**config.mk**
```make
export PLATFORM = sky130hd
export DESIGN_NAME = lfu_cache_with_lru_ties_flat
export DESIGN_NICKNAME = d
export VERILOG_FILES = /design/src/rtl/lfu_pkg.sv /design/src/rtl/lfu_req_if.sv /design/src/rtl/lfu_rsp_if.sv /design/src/rtl/lfu_cache_with_lru_ties.sv /design/src/flat_wrapper.sv
export SDC_FILE = /design/constraint.sdc
export NUM_CORES = 2
export LEC_CHECK = 0
export CAP_MARGIN = 20
export CORE_ASPECT_RATIO = 1.75
export CORE_MARGIN = 10
export CORE_UTILIZATION = 40
export DETAILED_ROUTE_END_ITERATION = 6
export DONT_BUFFER_PORTS = 1
export HOLD_SLACK_MARGIN = 0.12
export SYNTH_ARGS = -nofsm -noshare
export SYNTH_HDL_FRONTEND = slang
export SYNTH_SLANG_ARGS = --single-unit
```
**constraint.sdc**
```tcl
create_clock -name i_clk -period 8.4 [get_ports i_clk]
set_input_delay 1.68 -clock i_clk [delete_from_list [all_inputs] [get_ports i_clk]]
set_output_delay 1.68 -clock i_clk [all_outputs]
set_load 0.01 [all_outputs]
```
**src/rtl/lfu_pkg.sv**
```systemverilog
`timescale 1ns / 1ps
`default_nettype none

package lfu_pkg;

    localparam int KEY_W  = 32;
    localparam int DATA_W = 32;
    localparam int CAP_W  = 5;
    localparam int APB_AW = 3;
    localparam int APB_DW = 32;

    localparam logic [CAP_W-1:0] CAP_RESET = 5'd16;

    // word index of the capacity register
    localparam logic [0:0] REG_CAPACITY = 1'b0;

    localparam logic OP_GET = 1'b0;
    localparam logic OP_PUT = 1'b1;

    typedef enum logic [2:0] {
        ST_IDLE,
        ST_SCAN,
        ST_DECIDE,
        ST_UPDATE,
        ST_RESP
    } t_state;

    // how the recency ranks move in the update pass
    typedef enum logic [1:0] {
        UPD_NONE,
        UPD_TOUCH,
        UPD_INSERT,
        UPD_EVICT
    } t_upd;

endpackage

`default_nettype wire

```
**src/rtl/lfu_req_if.sv**
```systemverilog
`timescale 1ns / 1ps
`default_nettype none

interface lfu_req_if;
    import lfu_pkg::*;

    logic              valid;
    logic              ready;
    logic              opcode;
    logic [KEY_W-1:0]  key;
    logic [DATA_W-1:0] value;

    modport source (output valid, opcode, key, value, input ready);
    modport sink (input valid, opcode, key, value, output ready);
endinterface

`default_nettype wire

```
**src/rtl/lfu_rsp_if.sv**
```systemverilog
`timescale 1ns / 1ps
`default_nettype none

interface lfu_rsp_if;
    import lfu_pkg::*;

    logic              valid;
    logic              ready;
    logic              hit;
    logic [DATA_W-1:0] read_value;
    logic              evicted;
    logic [KEY_W-1:0]  evicted_key;

    modport source (output valid, hit, read_value, evicted, evicted_key, input ready);
    modport sink (input valid, hit, read_value, evicted, evicted_key, output ready);
endinterface

`default_nettype wire

```
**src/rtl/lfu_cache_with_lru_ties.sv**
```systemverilog
`timescale 1ns / 1ps
`default_nettype none

// one item at a time: a scan pass over all ENTRIES slots through the registered memory read
// port, a decision state, a rank update pass when the item touches or inserts an entry, then
// a load of the result register, which waits while an earlier result is still not taken
// synchronous active-low reset clears valid marks, occupancy and control; capacity resets to 16
module lfu_cache_with_lru_ties #(
    parameter int ENTRIES    = 16,
    parameter int COUNT_BITS = 16
) (
    input  wire logic                         i_clk,
    input  wire logic                         i_rst_n,
    lfu_req_if.sink                           i_req,
    lfu_rsp_if.source                         o_rsp,
    input  wire logic                         psel,
    input  wire logic                         penable,
    input  wire logic                         pwrite,
    input  wire logic [lfu_pkg::APB_AW-1:0]   paddr,
    input  wire logic [lfu_pkg::APB_DW-1:0]   pwdata,
    output logic      [lfu_pkg::APB_DW-1:0]   prdata,
    output logic                              pready
);
    import lfu_pkg::*;

    localparam int IW = (ENTRIES > 1) ? $clog2(ENTRIES) : 1;
    localparam int RW = IW;
    localparam int OW = $clog2(ENTRIES + 1);
    localparam int CW = (OW > CAP_W) ? OW : CAP_W;
    localparam int NW = COUNT_BITS;

    localparam logic [IW-1:0] LAST_IDX = IW'(ENTRIES - 1);
    localparam logic [IW:0]   N_SLOTS  = (IW + 1)'(ENTRIES);
    localparam logic [NW-1:0] CNT_MAX  = {NW{1'b1}};

    // storage
    logic [KEY_W-1:0]  r_mem_key  [ENTRIES];
    logic [DATA_W-1:0] r_mem_data [ENTRIES];
    logic [NW-1:0]     r_mem_cnt  [ENTRIES];
    logic [RW-1:0]     r_mem_rank [ENTRIES];
    logic [KEY_W-1:0]  r_key_q;
    logic [DATA_W-1:0] r_data_q;
    logic [NW-1:0]     r_cnt_q;
    logic [RW-1:0]     r_rank_q;

    logic [ENTRIES-1:0] r_valid;
    logic [OW-1:0]      r_occ;
    logic [CAP_W-1:0]   r_cap;

    t_state r_state, n_state;

    // sequencer
    logic [IW:0]   r_ptr;
    logic          r_rd_vld;
    logic [IW-1:0] r_rd_idx;
    logic          rd_issue;
    logic [IW-1:0] rd_addr;
    logic          last_beat;

    // latched item
    logic              r_op;
    logic [KEY_W-1:0]  r_key;
    logic [DATA_W-1:0] r_val;

    // scan results
    logic              r_found;
    logic [IW-1:0]     r_slot;
    logic [NW-1:0]     r_slot_cnt;
    logic [RW-1:0]     r_slot_rank;
    logic [DATA_W-1:0] r_hit_data;
    logic              r_have_v;
    logic [IW-1:0]     r_vic;
    logic [NW-1:0]     r_vic_cnt;
    logic [RW-1:0]     r_vic_rank;
    logic [KEY_W-1:0]  r_vic_key;
    logic              r_have_free;
    logic [IW-1:0]     r_free;

    // decision
    t_upd          d_mode;
    t_upd          r_mode;
    logic [IW-1:0] r_tgt;
    logic [RW-1:0] r_ref_rank;
    logic          r_ev;

    // result register
    logic              r_out_valid;
    logic              r_out_hit;
    logic [DATA_W-1:0] r_out_rdv;
    logic              r_out_ev;
    logic [KEY_W-1:0]  r_out_evk;

    logic req_ready;
    logic accept;
    logic resp_load;

    // ---------------- configuration port ----------------
    logic cfg_wr;
    assign pready = 1'b1;
    assign cfg_wr = psel && penable && pwrite && (paddr[APB_AW-1:2] == REG_CAPACITY);
    assign prdata = (paddr[APB_AW-1:2] == REG_CAPACITY) ? APB_DW'(r_cap) : '0;

    always_ff @(posedge i_clk) begin
        if (!i_rst_n) begin
            r_cap <= CAP_RESET;
        end else if (cfg_wr) begin
            r_cap <= pwdata[CAP_W-1:0];
        end
    end

    // ---------------- next state ----------------
    assign accept    = i_req.valid && req_ready;
    assign last_beat = r_rd_vld && (r_rd_idx == LAST_IDX);

    always_comb begin
        n_state = r_state;
        unique case (r_state)
            ST_IDLE:   if (accept) n_state = ST_SCAN;
            ST_SCAN:   if (last_beat) n_state = ST_DECIDE;
            ST_DECIDE: n_state = (d_mode != UPD_NONE) ? ST_UPDATE : ST_RESP;
            ST_UPDATE: if (last_beat) n_state = ST_RESP;
            ST_RESP:   if (!r_out_valid || o_rsp.ready) n_state = ST_IDLE;
            default:   n_state = ST_IDLE;
        endcase
    end

    // ---------------- state outputs ----------------
    always_comb begin
        req_ready = 1'b0;
        rd_issue  = 1'b0;
        resp_load = 1'b0;
        unique case (r_state)
            ST_IDLE:   req_ready = i_rst_n;
            ST_SCAN:   rd_issue  = (r_ptr < N_SLOTS);
            ST_DECIDE: ;
            ST_UPDATE: rd_issue  = (r_ptr < N_SLOTS);
            ST_RESP:   resp_load = !r_out_valid || o_rsp.ready;
            default:   ;
        endcase
    end

    assign i_req.ready = req_ready;
    assign rd_addr     = r_ptr[IW-1:0];

    always_ff @(posedge i_clk) begin
        if (!i_rst_n) begin
            r_state  <= ST_IDLE;
            r_ptr    <= '0;
            r_rd_vld <= 1'b0;
        end else begin
            r_state  <= n_state;
            r_rd_vld <= rd_issue;
            if (rd_issue) begin
                r_ptr <= r_ptr + 1'b1;
            end else if (r_state == ST_IDLE || r_state == ST_DECIDE) begin
                r_ptr <= '0;
            end
        end
    end

    always_ff @(posedge i_clk) begin
        r_rd_idx <= rd_addr;
    end

    // ---------------- memory read port ----------------
    always_ff @(posedge i_clk) begin
        r_key_q  <= r_mem_key[rd_addr];
        r_data_q <= r_mem_data[rd_addr];
        r_cnt_q  <= r_mem_cnt[rd_addr];
        r_rank_q <= r_mem_rank[rd_addr];
    end

    // ---------------- scan pass ----------------
    logic scan_beat;
    logic scan_v;
    logic better;

    assign scan_beat = (r_state == ST_SCAN) && r_rd_vld;
    assign scan_v    = r_valid[r_rd_idx];
    assign better    = !r_have_v || (r_cnt_q < r_vic_cnt) ||
                       ((r_cnt_q == r_vic_cnt) && (r_rank_q > r_vic_rank));

    always_ff @(posedge i_clk) begin
        if (!i_rst_n) begin
            r_found     <= 1'b0;
            r_have_v    <= 1'b0;
            r_have_free <= 1'b0;
        end else if (accept) begin
            r_found     <= 1'b0;
            r_have_v    <= 1'b0;
            r_have_free <= 1'b0;
        end else if (scan_beat) begin
            if (scan_v && !r_found && (r_key_q == r_key)) begin
                r_found <= 1'b1;
            end
            if (scan_v && better) begin
                r_have_v <= 1'b1;
            end
            if (!scan_v) begin
                r_have_free <= 1'b1;
            end
        end
    end

    always_ff @(posedge i_clk) begin
        if (accept) begin
            r_op  <= i_req.opcode;
            r_key <= i_req.key;
            r_val <= i_req.value;
        end
        if (scan_beat) begin
            if (scan_v && !r_found && (r_key_q == r_key)) begin
                r_slot      <= r_rd_idx;
                r_slot_cnt  <= r_cnt_q;
                r_slot_rank <= r_rank_q;
                r_hit_data  <= r_data_q;
            end
            if (scan_v && better) begin
                r_vic      <= r_rd_idx;
                r_vic_cnt  <= r_cnt_q;
                r_vic_rank <= r_rank_q;
                r_vic_key  <= r_key_q;
            end
            if (!scan_v && !r_have_free) begin
                r_free <= r_rd_idx;
            end
        end
    end

    // ---------------- decision ----------------
    logic [CW-1:0]      cap_ext;
    logic [CW-1:0]      cap_eff;
    logic               need_ev;
    logic [IW-1:0]      d_tgt;
    logic [RW-1:0]      d_ref;
    logic               d_ins;
    logic               d_wr_data;
    logic [NW-1:0]      d_cnt;
    logic [ENTRIES-1:0] n_valid;

    assign cap_ext = CW'(r_cap);
    assign cap_eff = (cap_ext > CW'(ENTRIES)) ? CW'(ENTRIES) : cap_ext;
    assign need_ev = (CW'(r_occ) >= cap_eff) && r_have_v;

    always_comb begin
        d_mode    = UPD_NONE;
        d_tgt     = r_slot;
        d_ref     = r_slot_rank;
        d_ins     = 1'b0;
        d_wr_data = 1'b0;
        d_cnt     = (r_slot_cnt == CNT_MAX) ? r_slot_cnt : r_slot_cnt + 1'b1;
        if (r_op == OP_GET) begin
            if (r_found) begin
                d_mode = UPD_TOUCH;
            end
        end else if (cap_eff != '0) begin
            if (r_found) begin
                d_mode    = UPD_TOUCH;
                d_wr_data = 1'b1;
            end else if (need_ev) begin
                // the freed victim slot competes with the first empty slot
                d_mode    = UPD_EVICT;
                d_ins     = 1'b1;
                d_wr_data = 1'b1;
                d_cnt     = NW'(1);
                d_ref     = r_vic_rank;
                d_tgt     = (r_have_free && (r_free < r_vic)) ? r_free : r_vic;
            end else if (r_have_free) begin
                d_mode    = UPD_INSERT;
                d_ins     = 1'b1;
                d_wr_data = 1'b1;
                d_cnt     = NW'(1);
                d_tgt     = r_free;
            end
        end
    end

    always_comb begin
        n_valid = r_valid;
        if (d_mode == UPD_EVICT) begin
            n_valid[r_vic] = 1'b0;
        end
        if (d_ins) begin
            n_valid[d_tgt] = 1'b1;
        end
    end

    logic decide;
    assign decide = (r_state == ST_DECIDE);

    always_ff @(posedge i_clk) begin
        if (decide) begin
            if (d_mode != UPD_NONE) begin
                r_mem_cnt[d_tgt] <= d_cnt;
            end
            if (d_wr_data) begin
                r_mem_data[d_tgt] <= r_val;
            end
            if (d_ins) begin
                r_mem_key[d_tgt] <= r_key;
            end
        end
    end

    always_ff @(posedge i_clk) begin
        if (!i_rst_n) begin
            r_valid <= '0;
            r_occ   <= '0;
            r_ev    <= 1'b0;
            r_mode  <= UPD_NONE;
        end else if (decide) begin
            r_mode  <= d_mode;
            r_ev    <= (d_mode == UPD_EVICT);
            r_valid <= n_valid;
            if (d_mode == UPD_INSERT) begin
                r_occ <= r_occ + 1'b1;
            end
        end
    end

    always_ff @(posedge i_clk) begin
        if (decide) begin
            r_tgt      <= d_tgt;
            r_ref_rank <= d_ref;
        end
    end

    // ---------------- rank update pass ----------------
    logic          upd_beat;
    logic [RW:0]   rank_ext;
    logic [RW:0]   rank_new;

    assign upd_beat = (r_state == ST_UPDATE) && r_rd_vld;
    assign rank_ext = {1'b0, r_rank_q};

    always_comb begin
        case (r_mode)
            UPD_TOUCH:  rank_new = (r_rank_q < r_ref_rank) ? rank_ext + 1'b1 : rank_ext;
            UPD_INSERT: rank_new = rank_ext + 1'b1;
            UPD_EVICT:  rank_new = (r_rank_q > r_ref_rank) ? rank_ext : rank_ext + 1'b1;
            default:    rank_new = rank_ext;
        endcase
        if (r_rd_idx == r_tgt) begin
            rank_new = '0;
        end
    end

    always_ff @(posedge i_clk) begin
        if (upd_beat && (r_valid[r_rd_idx] || r_rd_idx == r_tgt)) begin
            r_mem_rank[r_rd_idx] <= rank_new[RW-1:0];
        end
    end

    // ---------------- result register ----------------
    always_ff @(posedge i_clk) begin
        if (!i_rst_n) begin
            r_out_valid <= 1'b0;
        end else if (resp_load) begin
            r_out_valid <= 1'b1;
        end else if (o_rsp.ready) begin
            r_out_valid <= 1'b0;
        end
    end

    always_ff @(posedge i_clk) begin
        if (resp_load) begin
            r_out_hit <= r_found;
            r_out_rdv <= (r_op == OP_GET && r_found) ? r_hit_data : '0;
            r_out_ev  <= r_ev;
            r_out_evk <= r_ev ? r_vic_key : '0;
        end
    end

    assign o_rsp.valid       = r_out_valid;
    assign o_rsp.hit         = r_out_hit;
    assign o_rsp.read_value  = r_out_rdv;
    assign o_rsp.evicted     = r_out_ev;
    assign o_rsp.evicted_key = r_out_evk;

`ifndef SYNTHESIS
    a_occ_tracks_valid: assert property (@(posedge i_clk) disable iff (!i_rst_n)
        r_occ == OW'($countones(r_valid)))
        else $error("occupancy out of step with valid marks");

    a_accept_starts_scan: assert property (@(posedge i_clk) disable iff (!i_rst_n)
        accept |=> r_state == ST_SCAN)
        else $error("accepted beat did not start a scan");

    a_evict_only_on_miss: assert property (@(posedge i_clk) disable iff (!i_rst_n)
        r_out_valid && r_out_ev |-> !r_out_hit)
        else $error("eviction reported on a hit");

    a_update_has_mode: assert property (@(posedge i_clk) disable iff (!i_rst_n)
        r_state == ST_UPDATE |-> r_mode != UPD_NONE)
        else $error("rank pass without an update");
`endif

endmodule

`default_nettype wire

```
**src/flat_wrapper.sv**
```systemverilog
// flat-port wrapper written by rule: the top's interface ports become plain ports
module lfu_cache_with_lru_ties_flat import lfu_pkg::*;
#(
    parameter int ENTRIES    = 16,
    parameter int COUNT_BITS = 16
)
  (i_clk, i_rst_n, psel, penable, pwrite, paddr, pwdata, prdata, pready, i_req_valid, i_req_opcode, i_req_key, i_req_value, i_req_ready, o_rsp_valid, o_rsp_hit, o_rsp_read_value, o_rsp_evicted, o_rsp_evicted_key, o_rsp_ready);
  lfu_req_if i_req_i ();
  lfu_rsp_if o_rsp_i ();
  input  wire logic i_clk;
  input  wire logic i_rst_n;
  input  wire logic psel;
  input  wire logic penable;
  input  wire logic pwrite;
  input  wire logic [lfu_pkg::APB_AW-1:0] paddr;
  input  wire logic [lfu_pkg::APB_DW-1:0] pwdata;
  output logic      [lfu_pkg::APB_DW-1:0] prdata;
  output logic pready;
  input wire logic [$bits(i_req_i.valid)-1:0] i_req_valid;
  input wire logic [$bits(i_req_i.opcode)-1:0] i_req_opcode;
  input wire logic [$bits(i_req_i.key)-1:0] i_req_key;
  input wire logic [$bits(i_req_i.value)-1:0] i_req_value;
  output wire logic [$bits(i_req_i.ready)-1:0] i_req_ready;
  output wire logic [$bits(o_rsp_i.valid)-1:0] o_rsp_valid;
  output wire logic [$bits(o_rsp_i.hit)-1:0] o_rsp_hit;
  output wire logic [$bits(o_rsp_i.read_value)-1:0] o_rsp_read_value;
  output wire logic [$bits(o_rsp_i.evicted)-1:0] o_rsp_evicted;
  output wire logic [$bits(o_rsp_i.evicted_key)-1:0] o_rsp_evicted_key;
  input wire logic [$bits(o_rsp_i.ready)-1:0] o_rsp_ready;
  assign i_req_i.valid = i_req_valid;
  assign i_req_i.opcode = i_req_opcode;
  assign i_req_i.key = i_req_key;
  assign i_req_i.value = i_req_value;
  assign i_req_ready = i_req_i.ready;
  assign o_rsp_valid = o_rsp_i.valid;
  assign o_rsp_hit = o_rsp_i.hit;
  assign o_rsp_read_value = o_rsp_i.read_value;
  assign o_rsp_evicted = o_rsp_i.evicted;
  assign o_rsp_evicted_key = o_rsp_i.evicted_key;
  assign o_rsp_i.ready = o_rsp_ready;
  lfu_cache_with_lru_ties #(.ENTRIES(ENTRIES), .COUNT_BITS(COUNT_BITS)) u_core (.i_clk(i_clk), .i_rst_n(i_rst_n), .i_req(i_req_i), .o_rsp(o_rsp_i), .psel(psel), .penable(penable), .pwrite(pwrite), .paddr(paddr), .pwdata(pwdata), .prdata(prdata), .pready(pready));
endmodule
```
==> metrics.txt <==
Synth Flop Type edfxtp_1; Compound-Gate Fraction of Synth Area 1.276%; Mean Syn Cell Area 22.18 um^2; Worst-Skew Late Latency 0.82 ns; Area after DPL 0.06790 mm^2; sequential element share of the synthesized area 77.97%; Seq cells post-synth 1,729; Post-synth EDFFs 1,599; share of cells above drive strength 1 25.76%; # rows 195; Final Hold Fails 0; post-route ant nets 0; vias in the first global route 30,750; Area contributors post-synth edfxtp_1 74%, mux4_2 15%, dfxtp_1 4.0%; Synth Area in Adders 0.6938%; Power Density 232.5 mW/mm^2; final hold slack 0.3891 ns; Routability Congestion 0.7973; MaxCap Viol Count 0; Setup Total Neg Slack 0 ns; Post-DP HPWL 80,110 um; fmax 203.6 MHz; RSZ-0062 raised after global routing false; number of setup buffers added after CTS 0; dpl ws 3.503 ns; CTS tree built; Tmin final 4.910 ns; synth warn 0; FFs w/ async S/R, synth 0%; Slew @ Worst Pin 1.173 ns; main combinational cell family by area after synthesis multiplexers; WL final 143,900 um; Routed WL per cell 26.98 um; Post-Synth Simple-Gate Area 2.984%; total power 16.96 mW; Num CTS Buffers 162; final-stage net count 3,183; die area 0.1794 mm^2; Final Cell Area 0.07295 mm^2; CP Launch Type flip-flop; final cell count without fillers 5,334; cts repair resizes 0; Worst VDD drop 0.2343 mV; CTS HTree Levels 4; WS Path Type reg -> reg; mapped cell area 0.06492 mm^2; total number of vias 28,810; hold buffers post-CTS 0; CP arrival 5.34 ns; global-route wire length before repair 210,800 um; filler cell count in the final layout 13,410; Placeable Area 0.1613 mm^2; Pre-antenna DRT Iters 5; Static Leak 22.25 nW; Mapped Cells 2,927; number of DRC markers in iteration 0 2,419; Synth cell types 77; initial antenna violation count 18; clock slew at reported path FFs 0.07 ns; final slew viol count 0; final setup vio count 0; Root Driver clkbuf_16; setup ws final 3.490 ns; multiplexer share of the synthesized area 14.92%; area grow syn2layout 12.37%; Worst Path Required 8.83 ns; post-synthesis xor/xnor area fraction 0.7150%; area leader, netlist edfxtp_1; top cell type's share of synthesized area 73.96%; vias per cell 5.400; Total GRT Usage 15.78%; clk_skew 0.08525 ns; Synth top cells by count 1,599 x edfxtp_1, 425 x mux4_2, 130 x dfxtp_1, 96 x nor2_1, 76 x clkbuf_1; Max FO, Critical Path 17; die width 324.5 um; num ports 208; Max-slew headroom 21.26%; largest net degree at the start of global routing 132; post-layout util 45.23%; Remaining Overflow, GRT 0; Initial Util 40.25%; clock sinks 1,729; status completed; Tcrit/Tclk final 58.46%; placed cell count 5,040; input/output buffers 0; count leader, synth edfxtp_1; hold crit path type reg -> reg; detailed-route DRC error count 0; CTS max path bufs 4; height of the die 552.9 um; endpoint type of the worst setup path flip-flop
[sequential cells by signal, summed over array words and instances, names as in the netlist, 16 cells and up]
| signal | flops |
|---|---|
| u_core.r_mem_key | 512 |
| u_core.r_data_q | 32 |
| u_core.r_cnt_q | 16 |
| u_core.r_mem_cnt | 256 |
| u_core.r_vic_cnt | 16 |
| u_core.r_vic_key | 32 |
| u_core.r_mem_data | 512 |
| u_core.o_rsp.evicted_key | 32 |
| u_core.r_key | 32 |
| u_core.r_key_q | 32 |
| u_core.r_hit_data | 32 |
| u_core.r_val | 32 |
| u_core.r_slot_cnt | 16 |
| u_core.r_mem_rank | 64 |
| u_core.o_rsp.read_value | 32 |
| u_core.r_valid | 16 |
[placed cells by master, fill, tap and decap left out, drive strengths merged, types with 16 or more instances in the layout]
cell,Yosys,layout
edfxtp,1599,1599
mux4,425,425
clkbuf,76,219
dfxtp,130,130
nor2,107,107
buf,80,77
and2,66,66
nand2,55,55
clkinv,0,50
inv,42,47
ha,36,36
xor2,31,31
conb,2,28
a21oi,26,26
nand4,24,24
nand3,23,23
xnor2,22,22
nor3,22,22
o21ai,17,17
o211ai,16,16
[metal layers]
layer	vias up	part of all wire [%]	track usage [%]
li1	12250	-	-
met1	15450	38	18.80
met2	799	53	28.47
met3	278	5.3	3.062
met4	26	3.0	5.074
met5	-	0.12	0
[worst max-delay path: stages, from the launching register on]
cell and delay (ns):
dfxtp_1 0.34, inv_1 0.23, nand2_1 0.10, ha_1 0.34, nor3_1 0.07, o21ai_0 0.34
and3_1 0.83, nand2_1 0.38, a21oi_1 0.35, nand3_1 0.33, nor2_4 0.69, buf_4 0.49
[worst paths after layout]
path / to / slack [ns] / cells past startpoint / startpoint
worst max-delay path: u_core.r_mem_key[15][7] / 3.49 / 11 / u_core.cap_ext[4]
worst min-delay path: u_core.r_hit_data[14] / 0.39 / 0 / u_core.r_data_q[14]
worst max register to register: u_core.r_mem_key[15][7] / 3.49 / 11 / u_core.cap_ext[4]
worst min register to register: u_core.r_hit_data[14] / 0.39 / 0 / u_core.r_data_q[14]
[area by class of cell]
class | count | area, um^2 | area share, %
diodes | 3 | 7.507 | 0.01029
clock buffers | 217 | 4433 | 6.077
clock inverters | 71 | 580.6 | 0.7958
inverters | 42 | 157.7 | 0.2161
multi-input cells | 1026 | 13770 | 18.87
flip-flops and latches | 1729 | 50630 | 69.41
well taps | 2167 | 2711 | 3.717
repair buffers | 79 | 659.4 | 0.9039
[power breakdown]
group          internal [mW]  switching (mW)  total (mW)
Combinational          0.204           0.194       0.398
Clock                   3.96            3.09        7.04
Sequential              9.41           0.104        9.52
[cells by family (layout without fill, tap and decap cells)]
logic type,after synthesis,after routing
buffers and inverters,198,409
AOI/OAI and AO/OA,111,111
and+or+nand+nor,362,362
other,2,31
DFF,1729,1729
muxes,436,436
xor gates and xnor gates,53,53
adders and majority gates,36,36
Note: power is estimated with default switching activity, not from simulation.
